<file path="src/hw/rtl/lr_pkg.sv">
package lr_pkg;

  localparam int DIM_BITS = 13;
  localparam int REG_INDEX_BITS = 1;

  typedef enum logic {
    CMD_START = 1'b0,
    CMD_STEP  = 1'b1
  } cmd_t;

  typedef enum logic [REG_INDEX_BITS-1:0] {
    REG_CANVAS_WIDTH  = 1'b0,
    REG_CANVAS_HEIGHT = 1'b1
  } reg_index_t;

  typedef struct packed {
    logic emit;
    logic on_canvas;
    logic last_pixel;
  } pixel_flags_t;

endpackage

</file>
<file path="src/hw/rtl/lr_engine.sv">
module lr_engine #(
  parameter int COORD_BITS = 16
) (
  input  logic                          clk,
  input  logic                          rst,
  input  logic                          go,
  input  lr_pkg::cmd_t                  cmd,
  input  logic signed [COORD_BITS-1:0]  start_x,
  input  logic signed [COORD_BITS-1:0]  start_y,
  input  logic signed [COORD_BITS-1:0]  end_x,
  input  logic signed [COORD_BITS-1:0]  end_y,
  input  logic [lr_pkg::DIM_BITS-1:0]   canvas_width,
  input  logic [lr_pkg::DIM_BITS-1:0]   canvas_height,
  output logic signed [COORD_BITS-1:0]  pixel_x,
  output logic signed [COORD_BITS-1:0]  pixel_y,
  output lr_pkg::pixel_flags_t          flags
);
  import lr_pkg::*;

  localparam int C = COORD_BITS;
  localparam int E = COORD_BITS + 3;
  localparam int CMP_BITS = (COORD_BITS > DIM_BITS) ? COORD_BITS : DIM_BITS;

  logic signed [C-1:0] cur_x, cur_y, goal_x, goal_y;
  logic [C-1:0] delta_major, delta_minor;
  logic signed [E-1:0] error_term;
  logic x_step_neg, y_step_neg, steep_flag, line_active;

  // start: deltas, direction and initial decision term
  logic signed [C:0] diff_x, diff_y;
  logic [C:0] abs_x, abs_y;
  logic [C-1:0] dx, dy, major_init, minor_init;
  logic steep_init;
  logic signed [E-1:0] error_init;

  always_comb begin
    diff_x = $signed({end_x[C-1], end_x}) - $signed({start_x[C-1], start_x});
    diff_y = $signed({end_y[C-1], end_y}) - $signed({start_y[C-1], start_y});
    abs_x = diff_x[C] ? -diff_x : diff_x;
    abs_y = diff_y[C] ? -diff_y : diff_y;
    dx = abs_x[C-1:0];
    dy = abs_y[C-1:0];
    steep_init = dy > dx;
    major_init = steep_init ? dy : dx;
    minor_init = steep_init ? dx : dy;
    error_init = $signed({{(E-C-1){1'b0}}, minor_init, 1'b0})
               - $signed({{(E-C){1'b0}}, major_init});
  end

  // step: current pixel, flags and the next position
  logic on_x, on_y, last, minor_move;
  logic signed [C-1:0] x_adv, y_adv, x_next, y_next;
  logic signed [E-1:0] err_minus, error_next;

  always_comb begin
    on_x = !cur_x[C-1] &&
           ({{(CMP_BITS-C){1'b0}}, cur_x} < {{(CMP_BITS-DIM_BITS){1'b0}}, canvas_width});
    on_y = !cur_y[C-1] &&
           ({{(CMP_BITS-C){1'b0}}, cur_y} < {{(CMP_BITS-DIM_BITS){1'b0}}, canvas_height});
    last = steep_flag ? (cur_y == goal_y) : (cur_x == goal_x);
    minor_move = !error_term[E-1] && (error_term != '0);
    x_adv = x_step_neg ? cur_x - C'(1) : cur_x + C'(1);
    y_adv = y_step_neg ? cur_y - C'(1) : cur_y + C'(1);
    x_next = (!steep_flag || minor_move) ? x_adv : cur_x;
    y_next = (steep_flag || minor_move) ? y_adv : cur_y;
    err_minus = minor_move ? $signed({{(E-C-1){1'b0}}, delta_major, 1'b0}) : '0;
    error_next = error_term - err_minus + $signed({{(E-C-1){1'b0}}, delta_minor, 1'b0});
    pixel_x = cur_x;
    pixel_y = cur_y;
    flags.emit = (cmd == CMD_STEP) && line_active;
    flags.on_canvas = on_x && on_y;
    flags.last_pixel = last;
  end

  always_ff @(posedge clk) begin
    if (rst) begin
      cur_x <= '0;
      cur_y <= '0;
      goal_x <= '0;
      goal_y <= '0;
      delta_major <= '0;
      delta_minor <= '0;
      error_term <= '0;
      x_step_neg <= 1'b0;
      y_step_neg <= 1'b0;
      steep_flag <= 1'b0;
      line_active <= 1'b0;
    end else if (go) begin
      if (cmd == CMD_START) begin
        cur_x <= start_x;
        cur_y <= start_y;
        goal_x <= end_x;
        goal_y <= end_y;
        delta_major <= major_init;
        delta_minor <= minor_init;
        error_term <= error_init;
        x_step_neg <= diff_x[C];
        y_step_neg <= diff_y[C];
        steep_flag <= steep_init;
        line_active <= 1'b1;
      end else if (line_active) begin
        if (last) begin
          line_active <= 1'b0;
        end else begin
          cur_x <= x_next;
          cur_y <= y_next;
          error_term <= error_next;
        end
      end
    end
  end

endmodule

</file>
<file path="src/hw/rtl/line_rasterizer_core.sv">
// line rasterizer core
//
// input channel (in_valid / in_stall): one command per transfer. a start
// command (command = 0) loads start_x/start_y and end_x/end_y and gives no
// pixel. each step command (command = 1) gives the next pixel of the line,
// from the first endpoint to the second; a step with no line in progress
// is dropped.
// output channel (out_valid / out_stall): pixel_x, pixel_y, on_canvas and
// last_pixel, which marks the pixel at the second endpoint.
// config port: cfg_wr_en with cfg_index 0 writes the canvas width, index 1
// the canvas height; write only while no command is in flight.
// a step transferred on the input lands in the input register and shows
// its pixel on the output when the result register loads. throughput is
// one command per cycle while out_stall is low.
// reset: no line in progress, canvas 800 by 800, both channels empty.
// while out_stall holds, the result register holds its pixel and the input
// register fills; in_stall then rises until the pixel is transferred.
module line_rasterizer_core #(
  parameter int COORD_BITS = 16
) (
  input  logic                                clk,
  input  logic                                rst,
  input  logic                                cfg_wr_en,
  input  logic [lr_pkg::REG_INDEX_BITS-1:0]   cfg_index,
  input  logic [lr_pkg::DIM_BITS-1:0]         cfg_data,
  input  logic                                in_valid,
  output logic                                in_stall,
  input  logic                                command,
  input  logic signed [COORD_BITS-1:0]        start_x,
  input  logic signed [COORD_BITS-1:0]        start_y,
  input  logic signed [COORD_BITS-1:0]        end_x,
  input  logic signed [COORD_BITS-1:0]        end_y,
  output logic                                out_valid,
  input  logic                                out_stall,
  output logic signed [COORD_BITS-1:0]        pixel_x,
  output logic signed [COORD_BITS-1:0]        pixel_y,
  output logic                                on_canvas,
  output logic                                last_pixel
);
  import lr_pkg::*;

  logic [DIM_BITS-1:0] canvas_width, canvas_height;

  logic in_q_valid;
  cmd_t cmd_q;
  logic signed [COORD_BITS-1:0] start_x_q, start_y_q, end_x_q, end_y_q;

  logic out_free, advance, in_accept;
  logic signed [COORD_BITS-1:0] eng_x, eng_y;
  pixel_flags_t eng_flags;

  assign out_free = !out_valid || !out_stall;
  assign advance = in_q_valid && out_free;
  assign in_stall = in_q_valid && !out_free;
  assign in_accept = in_valid && !in_stall;

  always_ff @(posedge clk) begin
    if (rst) begin
      canvas_width <= DIM_BITS'(800);
      canvas_height <= DIM_BITS'(800);
    end else if (cfg_wr_en) begin
      unique case (reg_index_t'(cfg_index))
        REG_CANVAS_WIDTH:  canvas_width <= cfg_data;
        REG_CANVAS_HEIGHT: canvas_height <= cfg_data;
        default: ;
      endcase
    end
  end

  // input register
  always_ff @(posedge clk) begin
    if (rst) begin
      in_q_valid <= 1'b0;
    end else if (in_accept) begin
      in_q_valid <= 1'b1;
    end else if (advance) begin
      in_q_valid <= 1'b0;
    end
  end

  always_ff @(posedge clk) begin
    if (in_accept) begin
      cmd_q <= cmd_t'(command);
      start_x_q <= start_x;
      start_y_q <= start_y;
      end_x_q <= end_x;
      end_y_q <= end_y;
    end
  end

  lr_engine #(
    .COORD_BITS(COORD_BITS)
  ) u_engine (
    .clk           (clk),
    .rst           (rst),
    .go            (advance),
    .cmd           (cmd_q),
    .start_x       (start_x_q),
    .start_y       (start_y_q),
    .end_x         (end_x_q),
    .end_y         (end_y_q),
    .canvas_width  (canvas_width),
    .canvas_height (canvas_height),
    .pixel_x       (eng_x),
    .pixel_y       (eng_y),
    .flags         (eng_flags)
  );

  // result register
  always_ff @(posedge clk) begin
    if (rst) begin
      out_valid <= 1'b0;
    end else if (out_free) begin
      out_valid <= advance && eng_flags.emit;
    end
  end

  always_ff @(posedge clk) begin
    if (out_free) begin
      pixel_x <= eng_x;
      pixel_y <= eng_y;
      on_canvas <= eng_flags.on_canvas;
      last_pixel <= eng_flags.last_pixel;
    end
  end

endmodule

</file>
<file path="config.mk">
export PLATFORM = sky130hd
export DESIGN_NAME = line_rasterizer_core
export DESIGN_NICKNAME = d
export VERILOG_FILES = /design/src/hw/rtl/lr_pkg.sv /design/src/hw/rtl/lr_engine.sv /design/src/hw/rtl/line_rasterizer_core.sv
export SDC_FILE = /design/constraint.sdc
export NUM_CORES = 1
export LEC_CHECK = 0
export BUFFER_PORTS_ARGS = -buffer_cell sky130_fd_sc_hd__buf_4
export CAP_MARGIN = 20
export CORE_ASPECT_RATIO = 0.9
export CORE_MARGIN = 5
export CORE_UTILIZATION = 45
export CTS_BUF_LIST = sky130_fd_sc_hd__clkbuf_8
export CTS_CLUSTER_SIZE = 14
export DETAILED_ROUTE_END_ITERATION = 8
export PLACE_DENSITY = 0.73
export SLEW_MARGIN = 20
export SYNTH_ARGS = -nofsm -noshare
export SYNTH_HDL_FRONTEND = slang
export SYNTH_SLANG_ARGS = --single-unit
</file>
<file path="constraint.sdc">
create_clock -name clk -period 11.06 [get_ports clk]
set_input_delay 1.106 -clock clk [delete_from_list [all_inputs] [get_ports clk]]
set_output_delay 1.106 -clock clk [all_outputs]
set_load 0.03 [all_outputs]
</file>
==> qor.yml <==
die:
  initial_core_util_pct: 45.37
  io_pins: 120
  fp.dieArea_sq_um: 40220
  num_rows: 66
  die_x_um: 210.8
  fp.dieH_um: 190.8
  core_area_sq_um: 36000
clock_network:
  cts_buffers: 41
  cts_repair_resize_count: 0
  clk_pin_slew_worst_paths_ns: 0.06
  worstSkewPairLatency_ns: 0.58
  cts_tree: "yes"
  clockRootBuffer: "clkbuf_8"
  cts_sinks: 246
  cts_hold_buf: 0
  post-cts-setup-buffers: 0
  htree_levels: 2
  clockBufferDepth: 3
timing:
  relSlewSlack_pct: 35.41
  fin_tns_setup_ns: 0
  period_share_pct: 80.77
  hold_viol_final: 0
  rsz0062_at_grt: "no"
  fmax_mhz: 111.9
  final_max_slew_viol_count: 0
  timing.hold.ws_ns: 0.4495
  period_needed_ns: 8.933
  skew_ns: 0.02235
  finalSetupViolCount: 0
  tightest_slew_ns: 0.9564
worst_setup_path:
  endpoint_kind: "flop"
  cp.required_ns: 11.55
  crit_buf_inv: 1
  crit_type: "reg -> reg"
  critical-path-max-stage-delay_ns: 0.61
  cp_max_fo: 20
  slowest_stage: "o21ai_2"
  startpoint_type: "flop"
  cp_common_cell: "a21oi_1"
  critPathTopFamily: "compound AO/OA/AOI/OAI gates"
  arrival_ns: 9.42
  cp-startpoint: "start_y_q[0]"
  regToRegStartpoint: "start_y_q[0]"
synth:
  syn_nets: 2104
  synth-edff-count: 99
  synth_compound_area_share_pct: 19.63
  synth_top_family_by_area: "compound AO/OA/AOI/OAI gates"
  synth_cell_types: 92
  seq_area_frac_synth_pct: 36.21
  async_flop_share_pct: 0
  synth_largest_area_cell: "edfxtp_1"
  ys_ff_latch: 246
  syn_area_sq_um: 16340
  synth_top_area_share_pct: 18.20
  synth_ff_type: "dfxtp_1"
  synth.area.mux_share_pct: 2.857
  yosys.area_share.adder_pct: 12.56
  synth_area_per_cell_sq_um: 8.736
  ys_warn_count: 0
  netlist_instances: 1870
  synth_xor_area_share_pct: 6.456
  synth-simple-area-share_pct: 16.27
  synth.area.top_cells: "edfxtp_1 (18%), dfxtp_1 (18%), ha_1 (9.8%)"
routing:
  antenna_left: 0
  routed_wl_um: 44180
  num_vias: 13810
  drtPass1Iterations: 6
  drt_iter0_drc: 1143
  vias_per_cell: 5.567
  drc: 0
  wl_per_cell_um: 17.81
hold_path:
  hp-class: "reg -> reg"
  hp-start: "u_engine.delta_major[0]"
cells_and_area:
  area_delta_synth_final_pct: 13.76
  drive_gt1_share_pct: 11.68
  nNetsFinal: 2206
power:
  leakagePower_nw: 8.169
  vdd_drop_max_v: 0.0001432
  power_density_nw_per_um2: 199.0
global_routing:
  gr-total-overflow: 0
  grt_pass1_vias: 13240
  grt_pass1_wl_um: 70180
  grt_max_degree: 99
  antenna_found_initial: 0
  grt_use_total_pct: 21.45
place:
  port_buffers: 119
  place.detailed.hpwl_um: 32310
  gp_congestion: 0.9282
outcome:
  status: "finished, final reports clean"
run:
  drv_cap: 0
cell families (layout without fill, tap and decap cells):
family | count (synthesis) | in the layout
simple gates | 563 | 563
compound gates | 492 | 492
buf+inv | 256 | 389
flops | 246 | 246
fa+ha+maj | 151 | 151
xor+xnor | 118 | 118
mux | 44 | 44
other cells | 0 | 1
sequential cells by signal, indices dropped and copies added (netlist names), 13 cells and up:
register	cells
start_x_q	16
u_engine.goal_y	16
u_engine.goal_x	16
u_engine.delta_major	16
u_engine.pixel_x	16
end_x_q	16
pixel_x	16
pixel_y	16
u_engine.pixel_y	16
canvas_height	13
canvas_width	13
u_engine.error_term	19
u_engine.delta_minor	16
end_y_q	16
start_y_q	16
report_power, final:
part | switching [mW] | total (mW) | internal [mW]
Combinational | 1.05 | 1.75 | 0.703
Clock | 0.400 | 0.891 | 0.492
Sequential | 0.0487 | 1.06 | 1.01
per-layer routing:
layer,vias to the layer above,track usage [%],routed length [um]
met2,414,33.27,19340
met1,6547,30.95,20870
li1,6774,-,-
met5,-,0,0
met4,0,5.310,1025
met3,72,4.145,2945
tightest hold or removal path: cells and delay by family (launching register included):
family,cells,cell delay [ns]
DFF,1,0.30
and+or+nand+nor,1,0.05
AOI/OAI and AO/OA,1,0.05
Yosys cell counts (11+ instances only):
master and n:
o211ai_1 12, nand2_1 219, ha_1 128, xor2_1 59
edfxtp_1 99, fa_1 22, nor2b_1 20, a21oi_1 175
nor2_1 128, o21a_1 14, dfxtp_1 147, nand2b_1 18
a21o_1 49, clkbuf_1 63, inv_1 182, nand3_1 28
mux2_1 11, nor3_1 30, and2_1 37, a211oi_1 41
mux2i_1 27, xnor2_1 57, and3_1 17, o21ai_0 78
nor4_1 17
through the flow:
| stage | power (mW) | setup slack [ns] | instance area, sq um | util, % | instances |
|---|---|---|---|---|---|
| after floorplan | 2.390 | 3.407 | 16340 | - | 1870 |
| after global placement | 2.761 | 2.106 | 17650 | 49.03 | 2404 |
| after detailed placement | 2.793 | 1.932 | 17650 | 49.03 | 2404 |
| after CTS | 3.700 | 1.841 | 18560 | 51.54 | 2478 |
| after global routing | 3.972 | 1.298 | 18580 | 51.61 | 2479 |
| final | 3.699 | 2.127 | 18580 | 51.62 | 2480 |
layout by cell type, fill, tap and decap left out, types with 5 or more instances in the layout:
master      n
a211oi_1   41
a21boi_0    7
a21o_1     49
a21oi_1   173
a21oi_2     7
a221oi_1    8
a31oi_1     9
a41oi_1     9
and2_1     37
and3_1     17
and4_1      5
buf_4     131
clkbuf_8   51
dfxtp_1   147
edfxtp_1   99
fa_1       22
ha_1      128
inv_1     191
mux2_1     11
mux2i_1    27
nand2_1   218
nand2b_1   18
nand3_1    28
nand4_1     8
nor2_1    127
nor2b_1    19
nor3_1     30
nor3b_1     9
nor4_1     17
o211ai_1   12
o21a_1     14
o21ai_0    78
o21ai_1     7
o21bai_1   10
o31ai_1     5
or3_1       6
xnor2_1    57
xor2_1     59
layout make-up:
cell class,instances,area (sq um)
Sequential cell,246,5916
Timing Repair Buffer,132,1003
Multi-Input combinational cell,1368,9474
Clock inverter,23,203.9
Clock buffer,51,701.9
Tap cell,476,595.6
Inverter,183,686.9
Antenna cell,1,2.502
Fill cell,3361,17420
path summary, 6_finish.rpt:
check | slack, ns | to | cells after the start
worst max-delay path | 2.13 | u_engine.error_term[16] | 37
worst min-delay path | 0.45 | u_engine.delta_major[0] | 2
worst max register to register | 2.13 | u_engine.error_term[16] | 37
worst min register to register | 0.45 | u_engine.delta_major[0] | 2
No activity file was read; power rests on OpenSTA's default activity.
